$ cat config.mk
export PLATFORM = sky130hd
export DESIGN_NAME = rcmt_dot
export DESIGN_NICKNAME = d
export VERILOG_FILES = /design/src/hdl/rgba_color_matrix_transform_core_defines.svh /design/src/hdl/rcmt_pkg.sv /design/src/hdl/rcmt_dot.sv
export SDC_FILE = /design/constraint.sdc
export NUM_CORES = 1
export LEC_CHECK = 0
export ABC_AREA = 1
export BUFFER_PORTS_ARGS = -buffer_cell sky130_fd_sc_hd__buf_2
export CORE_MARGIN = 2
export CORE_UTILIZATION = 55
export CTS_CLUSTER_DIAMETER = 120
export DETAILED_ROUTE_END_ITERATION = 8
export GPL_TIMING_DRIVEN = 0
export PLACE_DENSITY = 0.7
export SYNTH_ARGS = -nofsm -noshare
export SYNTH_HDL_FRONTEND = slang
export SYNTH_SLANG_ARGS = --single-unit
$ cat constraint.sdc
create_clock -name i_clk -period 5.88 [get_ports i_clk]
set_input_delay 1.176 -clock i_clk [delete_from_list [all_inputs] [get_ports i_clk]]
set_output_delay 1.176 -clock i_clk [all_outputs]
set_load 0.02 [all_outputs]
$ cat src/hdl/rgba_color_matrix_transform_core_defines.svh
// Assertion macros shared by the color matrix RTL.
`ifndef RGBA_COLOR_MATRIX_TRANSFORM_CORE_DEFINES_SVH
`define RGBA_COLOR_MATRIX_TRANSFORM_CORE_DEFINES_SVH

// Same-cycle implication, masked while reset is asserted.
`define RCMT_ASSERT_IMP(lbl, clk, rst_n, ante, cons) \
    lbl: assert property (@(posedge clk) disable iff (!(rst_n)) (ante) |-> (cons)) \
        else $error("implication check failed");

// Next-cycle implication, evaluated through reset as well.
`define RCMT_ASSERT_NXT(lbl, clk, ante, cons) \
    lbl: assert property (@(posedge clk) (ante) |=> (cons)) \
        else $error("next-cycle check failed");

`endif

$ cat src/hdl/rcmt_pkg.sv
`default_nettype none
package rcmt_pkg;
    localparam int COEF_WIDTH_DEF = 12;
    localparam int COEF_FRAC_DEF  = 8;
    localparam int NUM_ROWS       = 5;
    localparam int NUM_COLS       = 5;
    localparam int NUM_CHAN       = 4;
    localparam int CHAN_W         = 8;
    localparam int PIX_W          = NUM_CHAN * CHAN_W;
    localparam int CFG_IDX_W      = 3;
    localparam int QUOT_BITS      = 8;
    localparam logic [CHAN_W-1:0] FULL_SCALE = 8'd255;

    // Pipeline stage numbering
    localparam int STG_PROD  = 0;
    localparam int STG_SUM   = 1;
    localparam int STG_SCALE = 2;
    localparam int STG_SIGN  = 3;
    localparam int STG_DIV0  = 4;
    localparam int STG_OUT   = STG_DIV0 + QUOT_BITS;
    localparam int NUM_STG   = STG_OUT + 1;

    typedef struct packed {
        logic [NUM_STG-1:0] ce;
    } t_pipe_ctl;
endpackage
`default_nettype wire

$ cat src/hdl/rcmt_dot.sv
`default_nettype none
module rcmt_dot #(
    parameter int COEF_WIDTH = rcmt_pkg::COEF_WIDTH_DEF
) (
    input  wire logic                                      i_clk,
    input  wire rcmt_pkg::t_pipe_ctl                       i_ctl,
    input  wire logic [rcmt_pkg::NUM_COLS*COEF_WIDTH-1:0]  i_row,
    input  wire logic [rcmt_pkg::PIX_W-1:0]                i_pix,
    output logic signed [COEF_WIDTH+rcmt_pkg::CHAN_W+3:0]  o_acc
);
    import rcmt_pkg::*;

    localparam int PROD_W = COEF_WIDTH + CHAN_W + 1;
    localparam int ACC_W  = PROD_W + 3;

    logic signed [PROD_W-1:0] r_prod [NUM_COLS];
    logic signed [PROD_W-1:0] n_prod [NUM_COLS];
    logic signed [ACC_W-1:0]  r_acc;
    logic signed [ACC_W-1:0]  n_acc;

    always_comb begin
        logic signed [COEF_WIDTH-1:0] coef;
        logic signed [CHAN_W:0]       opnd;
        for (int j = 0; j < NUM_COLS; j++) begin
            coef = signed'(i_row[j*COEF_WIDTH +: COEF_WIDTH]);
            if (j < NUM_CHAN) begin
                opnd = signed'({1'b0, i_pix[j*CHAN_W +: CHAN_W]});
            end else begin
                opnd = signed'({1'b0, FULL_SCALE});
            end
            n_prod[j] = PROD_W'(coef) * PROD_W'(opnd);
        end
    end

    always_comb begin
        n_acc = '0;
        for (int j = 0; j < NUM_COLS; j++) begin
            n_acc = n_acc + ACC_W'(r_prod[j]);
        end
    end

    always_ff @(posedge i_clk) begin
        if (i_ctl.ce[STG_PROD]) begin
            r_prod <= n_prod;
        end
        if (i_ctl.ce[STG_SUM]) begin
            r_acc <= n_acc;
        end
    end

    assign o_acc = r_acc;
endmodule
`default_nettype wire

# Word level (Yosys, flattened, before mapping)
# Cells that the tools add are included.
# classes
add_sub_neg	4
mul	5
n_div	0
magnitude_cmp	0
n_eq_ne	0
shifts	0
n_mux	0
bitwise_logic	0
reduce_logical	0
# ops
cell	count
12-bit by 9-bit multiplier with 21-bit output	4
23-bit by 21-bit adder with 24-bit output	1
24-bit by 21-bit adder with 24-bit output	1
22-bit by 21-bit adder with 23-bit output	1
21-bit by 21-bit adder with 22-bit output	1
12-bit by 9-bit multiplier with 21-bit output (second input constant)	1
# totals
ff_bits	129
latchBits	0
ramBits	0
mem_bits_ro	0
inputBits	106
out_inout_bits	24
elab_cells	15
mem_count	0

# Depth between registers and ports, before layout
# logic_depth
word_depth	4
depth_mapped	21
depth_no_buf	20

# Least setup slack after synthesis
# No wires, ideal clock.
# synth_timing
kind	input-to-reg
startpoint	input i_row[35] (netlist bit)
endpoint	register r_prod[60] (netlist bit), data pin
setup_time_ps	252
t_arrival_ps	4807
required_ps	5628
setup_slack_ps	821
stages	16
n_path_buf	1
cell_sequence	clkbuf_1 -> nand2_1 -> fa_1 -> inv_1 -> fa_1 -> inv_1 -> fa_1 -> fa_1 -> inv_1 -> ha_1 -> a21oi_1 -> o21ai_0 -> a21oi_1 -> nand2_1 -> nand2_1 -> nand2_1
# synth_rtl
element	line	source
start: declaration	rcmt_dot.sv:7	input wire logic [rcmt_pkg::NUM_COLS*COEF_WIDTH-1:0] i_row,
end signal: assignment	rcmt_dot.sv:44	r_prod <= n_prod;
end: declaration	rcmt_dot.sv:16	logic signed [PROD_W-1:0] r_prod [NUM_COLS];

==> results.cfg <==
[outcome]
status = complete, no violations

[timing]
final-hold-violation-count = 0
fmax_mhz = 191
fin_skew_ns = 0.0175
finalSetupTns_ns = 0
finalCriticalPeriod_ns = 5.25
timing.final.setup_violations = 0
worstMarginPinSlew_ns = 0.641
final.period_utilization = 0.893
timing.slew.headroom = 0.572
grt_setup_unrepaired = no
timing.final.max_slew_violations = 0

[drt]
drt_wl_total_um = 54400
first_iter_violations = 1260
drt_pass_1_iters = 5
overall_via_count_from_detail_route = 19300
post-route-drc-count = 0
wire_per_inst_um = 13.6
viasPerCell = 4.81
route.antenna.remaining_nets = 0

[place]
replace_congestion = 0.902
detailed_place_hpwl_um = 47600
numPlacedInstances = 3977
port_buffers = 70

[floorplanning]
io_pins = 130
fp.dieH_um = 220
die_area_mm2 = 0.0484
die_x_um = 220
initial_utilization = 0.555
placement_rows = 79
fp.coreArea_mm2 = 0.0463

[clock_tree]
cts_repair_resize_count = 0
cts.repair_timing.setup_buffer_count = 0
clock-sinks = 129
tritoncts_clock_tree = built
numCtsBuffers = 17
holdBufCountCts = 0
clockRootBuffer = sky130_fd_sc_hd__clkbuf_16
cts_buffer_depth = 2
worst_skew_pair.late_latency_ns = 0.43
worst_setup_hold_path_clk_slew_ns = 0.05
htreeDepth = 4

[worst_setup_path]
cp.arrival_ns = 5.40
cp-start-kind = input pin
critPathCaptureType = flip-flop
crit_path_max_fanout = 10
worst-endpoint-required_ns = 6.03
timing.setup.critical_path_class = in -> reg

[logic_synthesis]
synth_nets = 4072
synth_cell_types = 32
postSynthAreaPerCell_um2 = 7.78
fraction_of_the_yosys_area_taken_by_sequential_cells = 0.151
syn-instance-count = 3299
yosys_warnings = 0
ys_seq_elements = 129
synth.cell_area_mm2 = 0.0257

[run]
max_cap_violations = 0

[finish]
layout.cells.most_common_list = 1109 x sky130_fd_sc_hd__inv_1, 873 x sky130_fd_sc_hd__nand2_1, 430 x sky130_fd_sc_hd__fa_1, 237 x sky130_fd_sc_hd__ha_1, 129 x sky130_fd_sc_hd__edfxtp_1
stdcell_count = 4007
register_area_mm2 = 0.00387
fillCellCount = 4322
layout-drive-gt1-share = 0.0382
nets_finish = 4162
antenna_cells_inserted = 0
layout.cells.most_common = sky130_fd_sc_hd__inv_1
multi_input_area_mm2 = 0.0173
area_growth_syn_to_layout_pct = 6.49

[global_route]
pin_count_of_the_biggest_net_entering_global_routing = 62
grt_pass1_wl_um = 92900
globalRouteTotalUtil = 0.240
first_global_vias = 19400
globalRouteOverflowTotal = 0
antenna_violations_before_repair = 0

[min_path]
worst_hold_path_type = reg -> reg
per-stage QoR:
stage	area [um^2]	hold slack (ns)	util	setup slack (ns)
floorplan	25700	0.526	-	0.821
global placement	26800	0.668	0.579	0.249
detailed placement	26800	0.684	0.579	0.202
CTS	27300	0.703	0.591	0.653
global route	27300	0.736	0.591	0.347
finish	27300	0.694	0.591	0.631
worst max-delay path, stage by stage:
cell                       delay (ns)
sky130_fd_sc_hd__buf_2           0.14
sky130_fd_sc_hd__clkbuf_1        0.46
sky130_fd_sc_hd__nand2_1         0.16
sky130_fd_sc_hd__fa_1            0.53
sky130_fd_sc_hd__fa_1            0.55
sky130_fd_sc_hd__inv_1           0.05
sky130_fd_sc_hd__fa_1            0.47
sky130_fd_sc_hd__inv_1           0.06
sky130_fd_sc_hd__fa_1            0.49
sky130_fd_sc_hd__inv_1           0.07
sky130_fd_sc_hd__ha_1            0.35
sky130_fd_sc_hd__a21oi_1         0.28
sky130_fd_sc_hd__or2_0           0.15
sky130_fd_sc_hd__nand3_1         0.14
sky130_fd_sc_hd__nand2_1         0.12
sky130_fd_sc_hd__nand2_1         0.05
sky130_fd_sc_hd__nand2_1         0.05
sky130_fd_sc_hd__nand2_1         0.10
kinds of logic after synthesis:
| family | Yosys count | share of synthesized area |
|---|---|---|
| compound gates | 146 | 0.0295 |
| fa+ha+maj | 667 | 0.451 |
| xor+xnor | 63 | 0.0215 |
| buf+inv | 1192 | 0.174 |
| flops | 129 | 0.151 |
| simple gates | 1102 | 0.173 |
per-layer routing:
| metal | wire length (um) | global-route usage | part of all wire |
|---|---|---|---|
| met4 | 419 | 0.0347 | 0.0077 |
| met5 | 0 | 0 | 0 |
| met2 | 26100 | 0.398 | 0.48 |
| met1 | 25500 | 0.350 | 0.47 |
| met3 | 2380 | 0.0247 | 0.044 |
cells in the mapped netlist:
| master | number | area [um^2] |
|---|---|---|
| sky130_fd_sc_hd__fa_1 | 430 | 8610 |
| sky130_fd_sc_hd__inv_1 | 1109 | 4160 |
| sky130_fd_sc_hd__nand3b_1 | 7 | 52.6 |
| sky130_fd_sc_hd__nor3_1 | 7 | 35.0 |
| sky130_fd_sc_hd__a21oi_1 | 96 | 480 |
| sky130_fd_sc_hd__nand2_2 | 10 | 62.6 |
| sky130_fd_sc_hd__o21ai_0 | 41 | 205 |
| sky130_fd_sc_hd__a21o_1 | 4 | 30.0 |
| sky130_fd_sc_hd__or2_2 | 6 | 37.5 |
| sky130_fd_sc_hd__nor2_2 | 6 | 37.5 |
| sky130_fd_sc_hd__buf_4 | 1 | 7.51 |
| sky130_fd_sc_hd__nand2_1 | 873 | 3280 |
| sky130_fd_sc_hd__nand3_2 | 2 | 20.0 |
| sky130_fd_sc_hd__and2_1 | 12 | 75.1 |
| sky130_fd_sc_hd__buf_1 | 21 | 78.8 |
| sky130_fd_sc_hd__ha_1 | 237 | 2970 |
| sky130_fd_sc_hd__o21ai_2 | 2 | 17.5 |
| sky130_fd_sc_hd__edfxtp_1 | 129 | 3870 |
| sky130_fd_sc_hd__o211ai_1 | 1 | 7.51 |
| sky130_fd_sc_hd__nand3_1 | 93 | 465 |
| sky130_fd_sc_hd__xnor2_1 | 11 | 96.3 |
| sky130_fd_sc_hd__clkbuf_1 | 59 | 221 |
| sky130_fd_sc_hd__nor2_4 | 3 | 33.8 |
| sky130_fd_sc_hd__a21oi_2 | 1 | 8.76 |
| sky130_fd_sc_hd__xor2_1 | 52 | 455 |
| sky130_fd_sc_hd__nor2_1 | 73 | 274 |
| sky130_fd_sc_hd__or2_1 | 1 | 6.26 |
| sky130_fd_sc_hd__o21bai_1 | 1 | 7.51 |
| sky130_fd_sc_hd__and3_1 | 1 | 6.26 |
| sky130_fd_sc_hd__nand4_1 | 6 | 37.5 |
| sky130_fd_sc_hd__inv_2 | 2 | 7.51 |
| sky130_fd_sc_hd__or2_0 | 2 | 12.5 |
final timing paths:
| path | startpoint | to | slack [ns] | depth (start not counted) |
|---|---|---|---|---|
| max | i_pix[11] | r_prod[78]$_DFFE_PP_ | 0.63 | 18 |
| min | r_prod[63]$_DFFE_PP_ | o_acc[0]$_DFFE_PP_ | 0.69 | 2 |
| max reg2reg | r_prod[1]$_DFFE_PP_ | o_acc[21]$_DFFE_PP_ | 2.12 | 14 |
| min reg2reg | r_prod[63]$_DFFE_PP_ | o_acc[0]$_DFFE_PP_ | 0.69 | 2 |
flip-flops by register name, indices dropped and copies added (netlist names):
| signal | flops |
|---|---|
| r_prod | 105 |
| o_acc | 24 |
layout make-up:
cell class              instances  share of cell area
well taps                     607              0.0278
clock inverters                11             0.00339
clock buffers                  19              0.0158
inverters                    1111               0.153
repair buffers                 71              0.0139
multi-input cells            1978               0.634
flip-flops and latches        129               0.142
plain buffers                  81              0.0113
Power is left out: the tool's default activity adds up to more than one toggle a clock period on the data nets, which glitch-free logic cannot reach.
