==> src/hdl/rgba_color_matrix_transform_core_defines.svh <==
// Assertion macros shared by the color matrix RTL.
`ifndef RGBA_COLOR_MATRIX_TRANSFORM_CORE_DEFINES_SVH
`define RGBA_COLOR_MATRIX_TRANSFORM_CORE_DEFINES_SVH

// Same-cycle implication, masked while reset is asserted.
`define RCMT_ASSERT_IMP(lbl, clk, rst_n, ante, cons) \
    lbl: assert property (@(posedge clk) disable iff (!(rst_n)) (ante) |-> (cons)) \
        else $error("implication check failed");

// Next-cycle implication, evaluated through reset as well.
`define RCMT_ASSERT_NXT(lbl, clk, ante, cons) \
    lbl: assert property (@(posedge clk) (ante) |=> (cons)) \
        else $error("next-cycle check failed");

`endif

==> src/hdl/rcmt_pkg.sv <==
`default_nettype none
package rcmt_pkg;
    localparam int COEF_WIDTH_DEF = 12;
    localparam int COEF_FRAC_DEF  = 8;
    localparam int NUM_ROWS       = 5;
    localparam int NUM_COLS       = 5;
    localparam int NUM_CHAN       = 4;
    localparam int CHAN_W         = 8;
    localparam int PIX_W          = NUM_CHAN * CHAN_W;
    localparam int CFG_IDX_W      = 3;
    localparam int QUOT_BITS      = 8;
    localparam logic [CHAN_W-1:0] FULL_SCALE = 8'd255;

    // Pipeline stage numbering
    localparam int STG_PROD  = 0;
    localparam int STG_SUM   = 1;
    localparam int STG_SCALE = 2;
    localparam int STG_SIGN  = 3;
    localparam int STG_DIV0  = 4;
    localparam int STG_OUT   = STG_DIV0 + QUOT_BITS;
    localparam int NUM_STG   = STG_OUT + 1;

    typedef struct packed {
        logic [NUM_STG-1:0] ce;
    } t_pipe_ctl;
endpackage
`default_nettype wire

==> src/hdl/rcmt_div.sv <==
`default_nettype none
module rcmt_div #(
    parameter int COEF_WIDTH     = rcmt_pkg::COEF_WIDTH_DEF,
    parameter int COEF_FRAC_BITS = rcmt_pkg::COEF_FRAC_DEF
) (
    input  wire logic                                      i_clk,
    input  wire rcmt_pkg::t_pipe_ctl                       i_ctl,
    input  wire logic signed [COEF_WIDTH+rcmt_pkg::CHAN_W+3:0] i_num,
    input  wire logic signed [COEF_WIDTH+rcmt_pkg::CHAN_W+3:0] i_den,
    output logic [rcmt_pkg::CHAN_W-1:0]                    o_chan
);
    import rcmt_pkg::*;

    localparam int ACC_W = COEF_WIDTH + CHAN_W + 4;
    localparam int A_W   = ACC_W + CHAN_W;

    typedef struct packed {
        logic [A_W-1:0]       rem;
        logic [A_W-1:0]       dmag;
        logic [QUOT_BITS-1:0] q;
        logic                 zero;
        logic                 full;
        logic                 byp;
    } t_div_stage;

    logic signed [A_W-1:0]   r_a;
    logic signed [ACC_W-1:0] r_n;
    logic signed [ACC_W-1:0] r_d;
    t_div_stage              r_st [QUOT_BITS+1];
    t_div_stage              n_st [QUOT_BITS+1];

    always_comb begin
        logic signed [ACC_W-1:0] sh;
        logic [A_W-1:0]          amag;
        logic [A_W-1:0]          dmag;
        logic                    opp;
        logic [A_W-1:0]          dsh;
        // Sign, magnitude and range check ahead of the bit stages
        sh   = r_n >>> COEF_FRAC_BITS;
        amag = r_a[A_W-1] ? A_W'(-r_a) : A_W'(r_a);
        dmag = r_d[ACC_W-1] ? A_W'(-r_d) : A_W'(r_d);
        opp  = (r_a[A_W-1] != r_d[ACC_W-1]) || (r_a == '0);
        n_st[0].rem  = amag;
        n_st[0].dmag = dmag;
        if (r_d == '0) begin
            n_st[0].byp  = 1'b1;
            n_st[0].zero = 1'b0;
            n_st[0].full = 1'b0;
            if (r_n[ACC_W-1]) begin
                n_st[0].q = '0;
            end else if ($unsigned(sh) > ACC_W'(FULL_SCALE)) begin
                n_st[0].q = FULL_SCALE;
            end else begin
                n_st[0].q = sh[QUOT_BITS-1:0];
            end
        end else begin
            n_st[0].byp  = 1'b0;
            n_st[0].q    = '0;
            n_st[0].zero = opp;
            n_st[0].full = !opp && (amag >= (dmag << QUOT_BITS));
        end

        // One quotient bit per stage, most significant first
        for (int k = 0; k < QUOT_BITS; k++) begin
            n_st[k+1] = r_st[k];
            dsh = r_st[k].dmag << (QUOT_BITS - 1 - k);
            if (!r_st[k].byp && !r_st[k].zero && !r_st[k].full && (r_st[k].rem >= dsh)) begin
                n_st[k+1].rem = r_st[k].rem - dsh;
                n_st[k+1].q[QUOT_BITS-1-k] = 1'b1;
            end
        end
    end

    always_ff @(posedge i_clk) begin
        if (i_ctl.ce[STG_SCALE]) begin
            r_a <= (A_W'(i_num) <<< CHAN_W) - A_W'(i_num);
            r_n <= i_num;
            r_d <= i_den;
        end
        if (i_ctl.ce[STG_SIGN]) begin
            r_st[0] <= n_st[0];
        end
        for (int k = 0; k < QUOT_BITS; k++) begin
            if (i_ctl.ce[STG_DIV0+k]) begin
                r_st[k+1] <= n_st[k+1];
            end
        end
    end

    always_comb begin
        if (r_st[QUOT_BITS].full) begin
            o_chan = FULL_SCALE;
        end else if (r_st[QUOT_BITS].zero) begin
            o_chan = '0;
        end else begin
            o_chan = r_st[QUOT_BITS].q;
        end
    end
endmodule
`default_nettype wire

==> config.mk <==
export PLATFORM = sky130hd
export DESIGN_NAME = rcmt_div
export DESIGN_NICKNAME = d
export VERILOG_FILES = /design/src/hdl/rgba_color_matrix_transform_core_defines.svh /design/src/hdl/rcmt_pkg.sv /design/src/hdl/rcmt_div.sv
export SDC_FILE = /design/constraint.sdc
export NUM_CORES = 1
export LEC_CHECK = 0
export ABC_AREA = 1
export BUFFER_PORTS_ARGS = -buffer_cell sky130_fd_sc_hd__buf_4
export CORE_ASPECT_RATIO = 0.5
export CORE_MARGIN = 3
export CORE_UTILIZATION = 59
export CTS_BUF_LIST = sky130_fd_sc_hd__clkbuf_8
export CTS_CLUSTER_DIAMETER = 200
export DETAILED_ROUTE_END_ITERATION = 8
export PLACE_DENSITY = 0.83
export SLEW_MARGIN = 20
export SYNTH_ARGS = -nofsm -noshare
export SYNTH_HDL_FRONTEND = slang
export SYNTH_SLANG_ARGS = --single-unit
export TNS_END_PERCENT = 1
==> constraint.sdc <==
create_clock -name i_clk -period 4.1 [get_ports i_clk]
set_input_delay 0.41 -clock i_clk [delete_from_list [all_inputs] [get_ports i_clk]]
set_output_delay 0.41 -clock i_clk [all_outputs]
set_load 0.01 [all_outputs]
# [Yosys cells after proc, flatten, opt, wreduce, memory -nomap -nowiden]
# Memory sizes are Yosys's and may differ from the RTL's.
# Index checks and enable logic that the tools add are counted.
[word_totals] mem_bits_rw=675 n_memories=1 out_inout_bits=8 reg_bits=80 wordCells=120
[mem_list] memory="r_st" words=9 word_bits=75 read_ports=9 rd_ports_with_merged_regs=0 write_ports=9 line_no="rcmt_div.sv:29" rtl="t_div_stage r_st [QUOT_BITS+1];"
[op_classes] n_addsub=11 muxes=41 order_cmp=10 n_reduce_logical=53 n_eq_ne=1
[ops] operator="32-bit two-way mux" count=10
[ops] operator="32-bit >= comparator" count=9
[ops] operator="32-bit subtractor" count=8
[ops] operator="32-bit zero test" count=1
[ops] operator="8-bit two-way mux" count=4
[ops] operator="24-bit negation with 32-bit output" count=1
[ops] operator="32-bit negation" count=1
[ops] operator="32-bit by 24-bit subtractor with 32-bit output" count=1
[ops] operator="1-bit two-way mux" count=26
[ops] operator="1-bit logical AND" count=25
[ops] operator="1-bit zero test" count=25
[ops] operator="24-bit by 8-bit greater-than comparator with 1-bit output (second input constant)" count=1
[ops] operator="24-bit zero test" count=1
[ops] operator="11-bit two-way mux" count=1
[ops] operator="1-bit logical OR" count=1
[ops] operator="1-bit != test" count=1

# [Logic depth before layout (Yosys ltp)]
[logic_depth] ltp_word=5 mapped_depth=22 depth_no_buf=22

# [Least setup slack after synthesis]
# OpenSTA, ideal clock, no wires.
[synth_path] kind="reg-to-reg" startpoint="reg r_a[2]" endpoint="mem r_st[0][1] in the netlist's numbering, data pin" stages_incl_launch_ff=19 setup_slack_ps=1480 setup_time_ps=255 synth_period_minus_slack_ps=2620 t_required_ps=3845 t_arrival_ps=2365 cell_sequence="edfxtp_1 > nor2_1 > nand2_1 > inv_1 > nand2_1 > nor2_1 > nand2_1 > o21ai_0 > nand2_1 > xor2_1 > ha_1 > a21oi_1 > o21ai_0 > nand2_1 > o211ai_1 > nor2_1 > nand2_1 > nand2_1 > nor2_1"
[synth_lines] item="start, declared" line_no="rcmt_div.sv:26" rtl="logic signed [A_W-1:0] r_a;"
[synth_lines] item="start signal, assigned" line_no="rcmt_div.sv:76" rtl="r_a <= (A_W'(i_num) <<< CHAN_W) - A_W'(i_num);"
[synth_lines] item="end, declared" line_no="rcmt_div.sv:29"

==> metrics.yaml <==
worst_setup_path:
  worstPathArrival_ps: 4260
  cpMaxStageDelayCell: "nor3_1"
  crit_type: "register to register"
  critPathLaunchType: "register"
  slowest_delay_ps: 530
  critical_path_required_ps: 4720
  crit_buf_inv: 3
  path_delay_family: "simple AND/OR/NAND/NOR gates"
  crit_chain: "inv_1 -> nand3_1 -> nor3_1 -> nand3_1 -> nor2_1 -> nand3b_1 -> nand2_1 -> xor2_1 -> inv_1 -> ha_1 -> nand4_1 -> inv_1 -> nand2_1 -> a31oi_1 -> nor2_1 -> nand2_1 -> nand2_1 -> nor2_1"
  cpMostUsedCell: "nand2_1"
  crit_path_max_fanout: 4
  cp-end-kind: "register"
grt:
  use_met2: 0.573
  grt_pass1_vias: 33200
  grt_overflow: 0
  antenna_found_initial: 2
  grt_usage: 0.307
  grt_use_met1: 0.352
  busiest_layer: "met2"
  grt_pass1_wl_um: 174000
  met3_usage: 0.0421
  grt_max_degree: 76
sta:
  slew_violations: 0
  rsz0062_at_grt: "false"
  hold_violations: 0
  worst_pin_slew_ps: 962
  max_freq_ghz: 0.275
  final.setup.tns_ps: 0
  period_share: 0.887
  relSlewSlack: 0.359
  fin_skew_ps: 39.2
  setup_viol: 0
  final.min_clock_period_ps: 3640
placed_design:
  gp_congestion: 1.03
  place_area_mm2: 0.0427
  portBuffers: 66
  place_hpwl_um: 88200
power_and_ir_drop:
  power_mw: 19.2
  switching_share: 0.330
  p_leak_nw: 20.7
  pwr_density_cell_mw_per_mm2: 425
  vdd_drop_max_uv: 255
  clkPwrFrac: 0.280
  internal_power_mw: 12.8
  seqPwrFrac: 0.463
  power_frac_comb: 0.257
  p_sw_mw: 6.31
yosys:
  synth_warnings: 0
  ys_async_sr_fraction: 0
  synth_edf_count: 682
  ys_seq_elements: 682
  synth_ff_type: "edfxtp_1"
  yosysSeqAreaShare: 0.496
  netlist_instances: 4677
  synth_cell_types: 51
  synth_area_per_cell_um2: 8.82
  synthesis.area_mm2: 0.0413
die:
  die_x_um: 380
  io_pins: 70
  core-area_mm2: 0.0681
  rows: 67
  die_y_um: 193
  start_util: 0.606
  dieArea_mm2: 0.0733
route:
  dr.pass1.iters: 6
  drc_errors: 0
  vias_per_cell: 5.56
  wl_per_cell_um: 18.8
  routed_wl_um: 111000
  vias: 32600
  drt_iter0_markers: 2126
  antenna_left: 0
worst_hold_path:
  worst_hold_path_type: "primary input to register"
run_status:
  status: "completed"
cells_and_area:
  final_cell_mix: "1,306 x nand2_1, 729 x inv_1, 682 x edfxtp_1"
  mostFrequentLayoutCell: "nand2_1"
  final_util: 0.662
  fin_area_mm2: 0.0450
  num-fill-cells: 5610
  nets: 5212
  synthToLayoutAreaGrowth_pct: 9.15
  layout-drive-gt1-share: 0.0630
clock_tree:
  clk_latency_ps: 770
  cts_tree: "done"
  cts_buffer_depth: 3
  cts-buffers-inserted: 97
  cts.sinks: 682
  root_buffer: "clkbuf_8"
  htreeDepth: 3
  clk_pin_slew_ps: 70
flow_run:
  cap_violations: 0
-- cell families (layout without fill, tap and decap cells) --
family	count (synthesis)	after routing	share of synthesized area
flip-flops	682	682	0.496
other	1	9	0.0000909
buffers and inverters	759	1015	0.0745
AND/OR/NAND/NOR	2139	2139	0.217
XOR/XNOR	177	177	0.0376
adder cells (fa/ha/maj)	285	285	0.0877
AO/OA/AOI/OAI	634	634	0.0864
-- per-stage QoR --
step	setup WS, ps	hold slack [ps]	std cells
after floorplan	1480	400	4684
after global placement	746	402	5648
after detailed placement	688	405	5648
after CTS	598	24.4	5871
after global routing	125	54.8	5872
final	464	114	5872
-- area by class of cell --
class	instances	area, um^2	area share
inverter	713	2680	0.0595
clock buffer	99	1360	0.0303
sequential	682	20500	0.455
timing repair buffer	128	1080	0.0241
clock inverter	75	523	0.0116
multi-input combinational	3243	17700	0.394
tap	931	1160	0.0259
antenna	1	2.50	0.0000556
-- flip-flops by register name, summed over array words and instances, names as in the netlist --
name  flops
r_a      32
r_d      24
r_st    610
r_n      16
-- cell usage after synthesis, types with 2 or more instances --
library cell | instances | share of area
clkbuf_1 | 10 | 0.00091
a21o_1 | 18 | 0.0033
nor4_1 | 11 | 0.0017
nor3_1 | 76 | 0.0092
nand3b_1 | 22 | 0.0040
or2_2 | 6 | 0.00091
buf_2 | 4 | 0.00049
xor2_1 | 104 | 0.022
o21ai_0 | 187 | 0.023
clkbuf_2 | 2 | 0.00024
ha_1 | 278 | 0.084
nand2_4 | 2 | 0.00055
xnor2_1 | 73 | 0.015
nor2_1 | 336 | 0.031
nand2_1 | 1308 | 0.12
o21ai_2 | 48 | 0.010
a21oi_1 | 287 | 0.035
a21boi_0 | 5 | 0.00091
fa_1 | 7 | 0.0034
nand4_1 | 94 | 0.014
nand2_2 | 17 | 0.0026
inv_1 | 708 | 0.064
a31oi_1 | 9 | 0.0014
o21bai_1 | 25 | 0.0045
buf_4 | 4 | 0.00073
o31ai_1 | 4 | 0.00073
o211ai_1 | 7 | 0.0013
and3_1 | 2 | 0.00030
nor2_2 | 10 | 0.0015
inv_2 | 4 | 0.00036
buf_6 | 25 | 0.0068
nor3_2 | 4 | 0.00097
edfxtp_1 | 682 | 0.50
nand3_1 | 233 | 0.028
o21ai_1 | 32 | 0.0039
and2_1 | 11 | 0.0017
a21oi_2 | 5 | 0.0011
o21a_1 | 4 | 0.00073
-- worst paths after layout --
| path | slack [ps] | endpoint | startpoint | cells after the start |
|---|---|---|---|---|
| setup / recovery | 460 | r_st[0][1] | r_d[0] | 18 |
| hold reg to reg | 420 | r_st[0][607] | r_st[0][532] | 0 |
| hold / removal | 110 | r_a[7] | i_num[7] | 3 |
| setup reg to reg | 460 | r_st[0][1] | r_d[0] | 18 |
-- what timing repair did --
action,in CTS,in global routing
hold endpoints to repair,57,0
buffers inserted,0,0
gates resized for setup,0,0
hold buffers,49,0
-- tightest hold or removal path: cells and delay by family --
family	cells	cell delay, ps
xor gates and xnor gates	1	70
buffers and inverters	2	210
-- layer usage --
layer,part of all wire,wire [um]
met3,0.050,5490
met1,0.39,43600
met5,0.00014,16
met4,0.049,5380
met2,0.51,56100
-- power groups by stage --
stage	Clock (mW)	Sequential [mW]	Combinational [mW]
global placement	0	8.96	4.67
global route	5.78	8.91	5.56
CTS	5.46	8.85	4.86
finish	5.37	8.86	4.92
detailed placement	0	8.99	4.80
floorplan	0	8.78	3.54
Power figures use the tool's default switching activity.
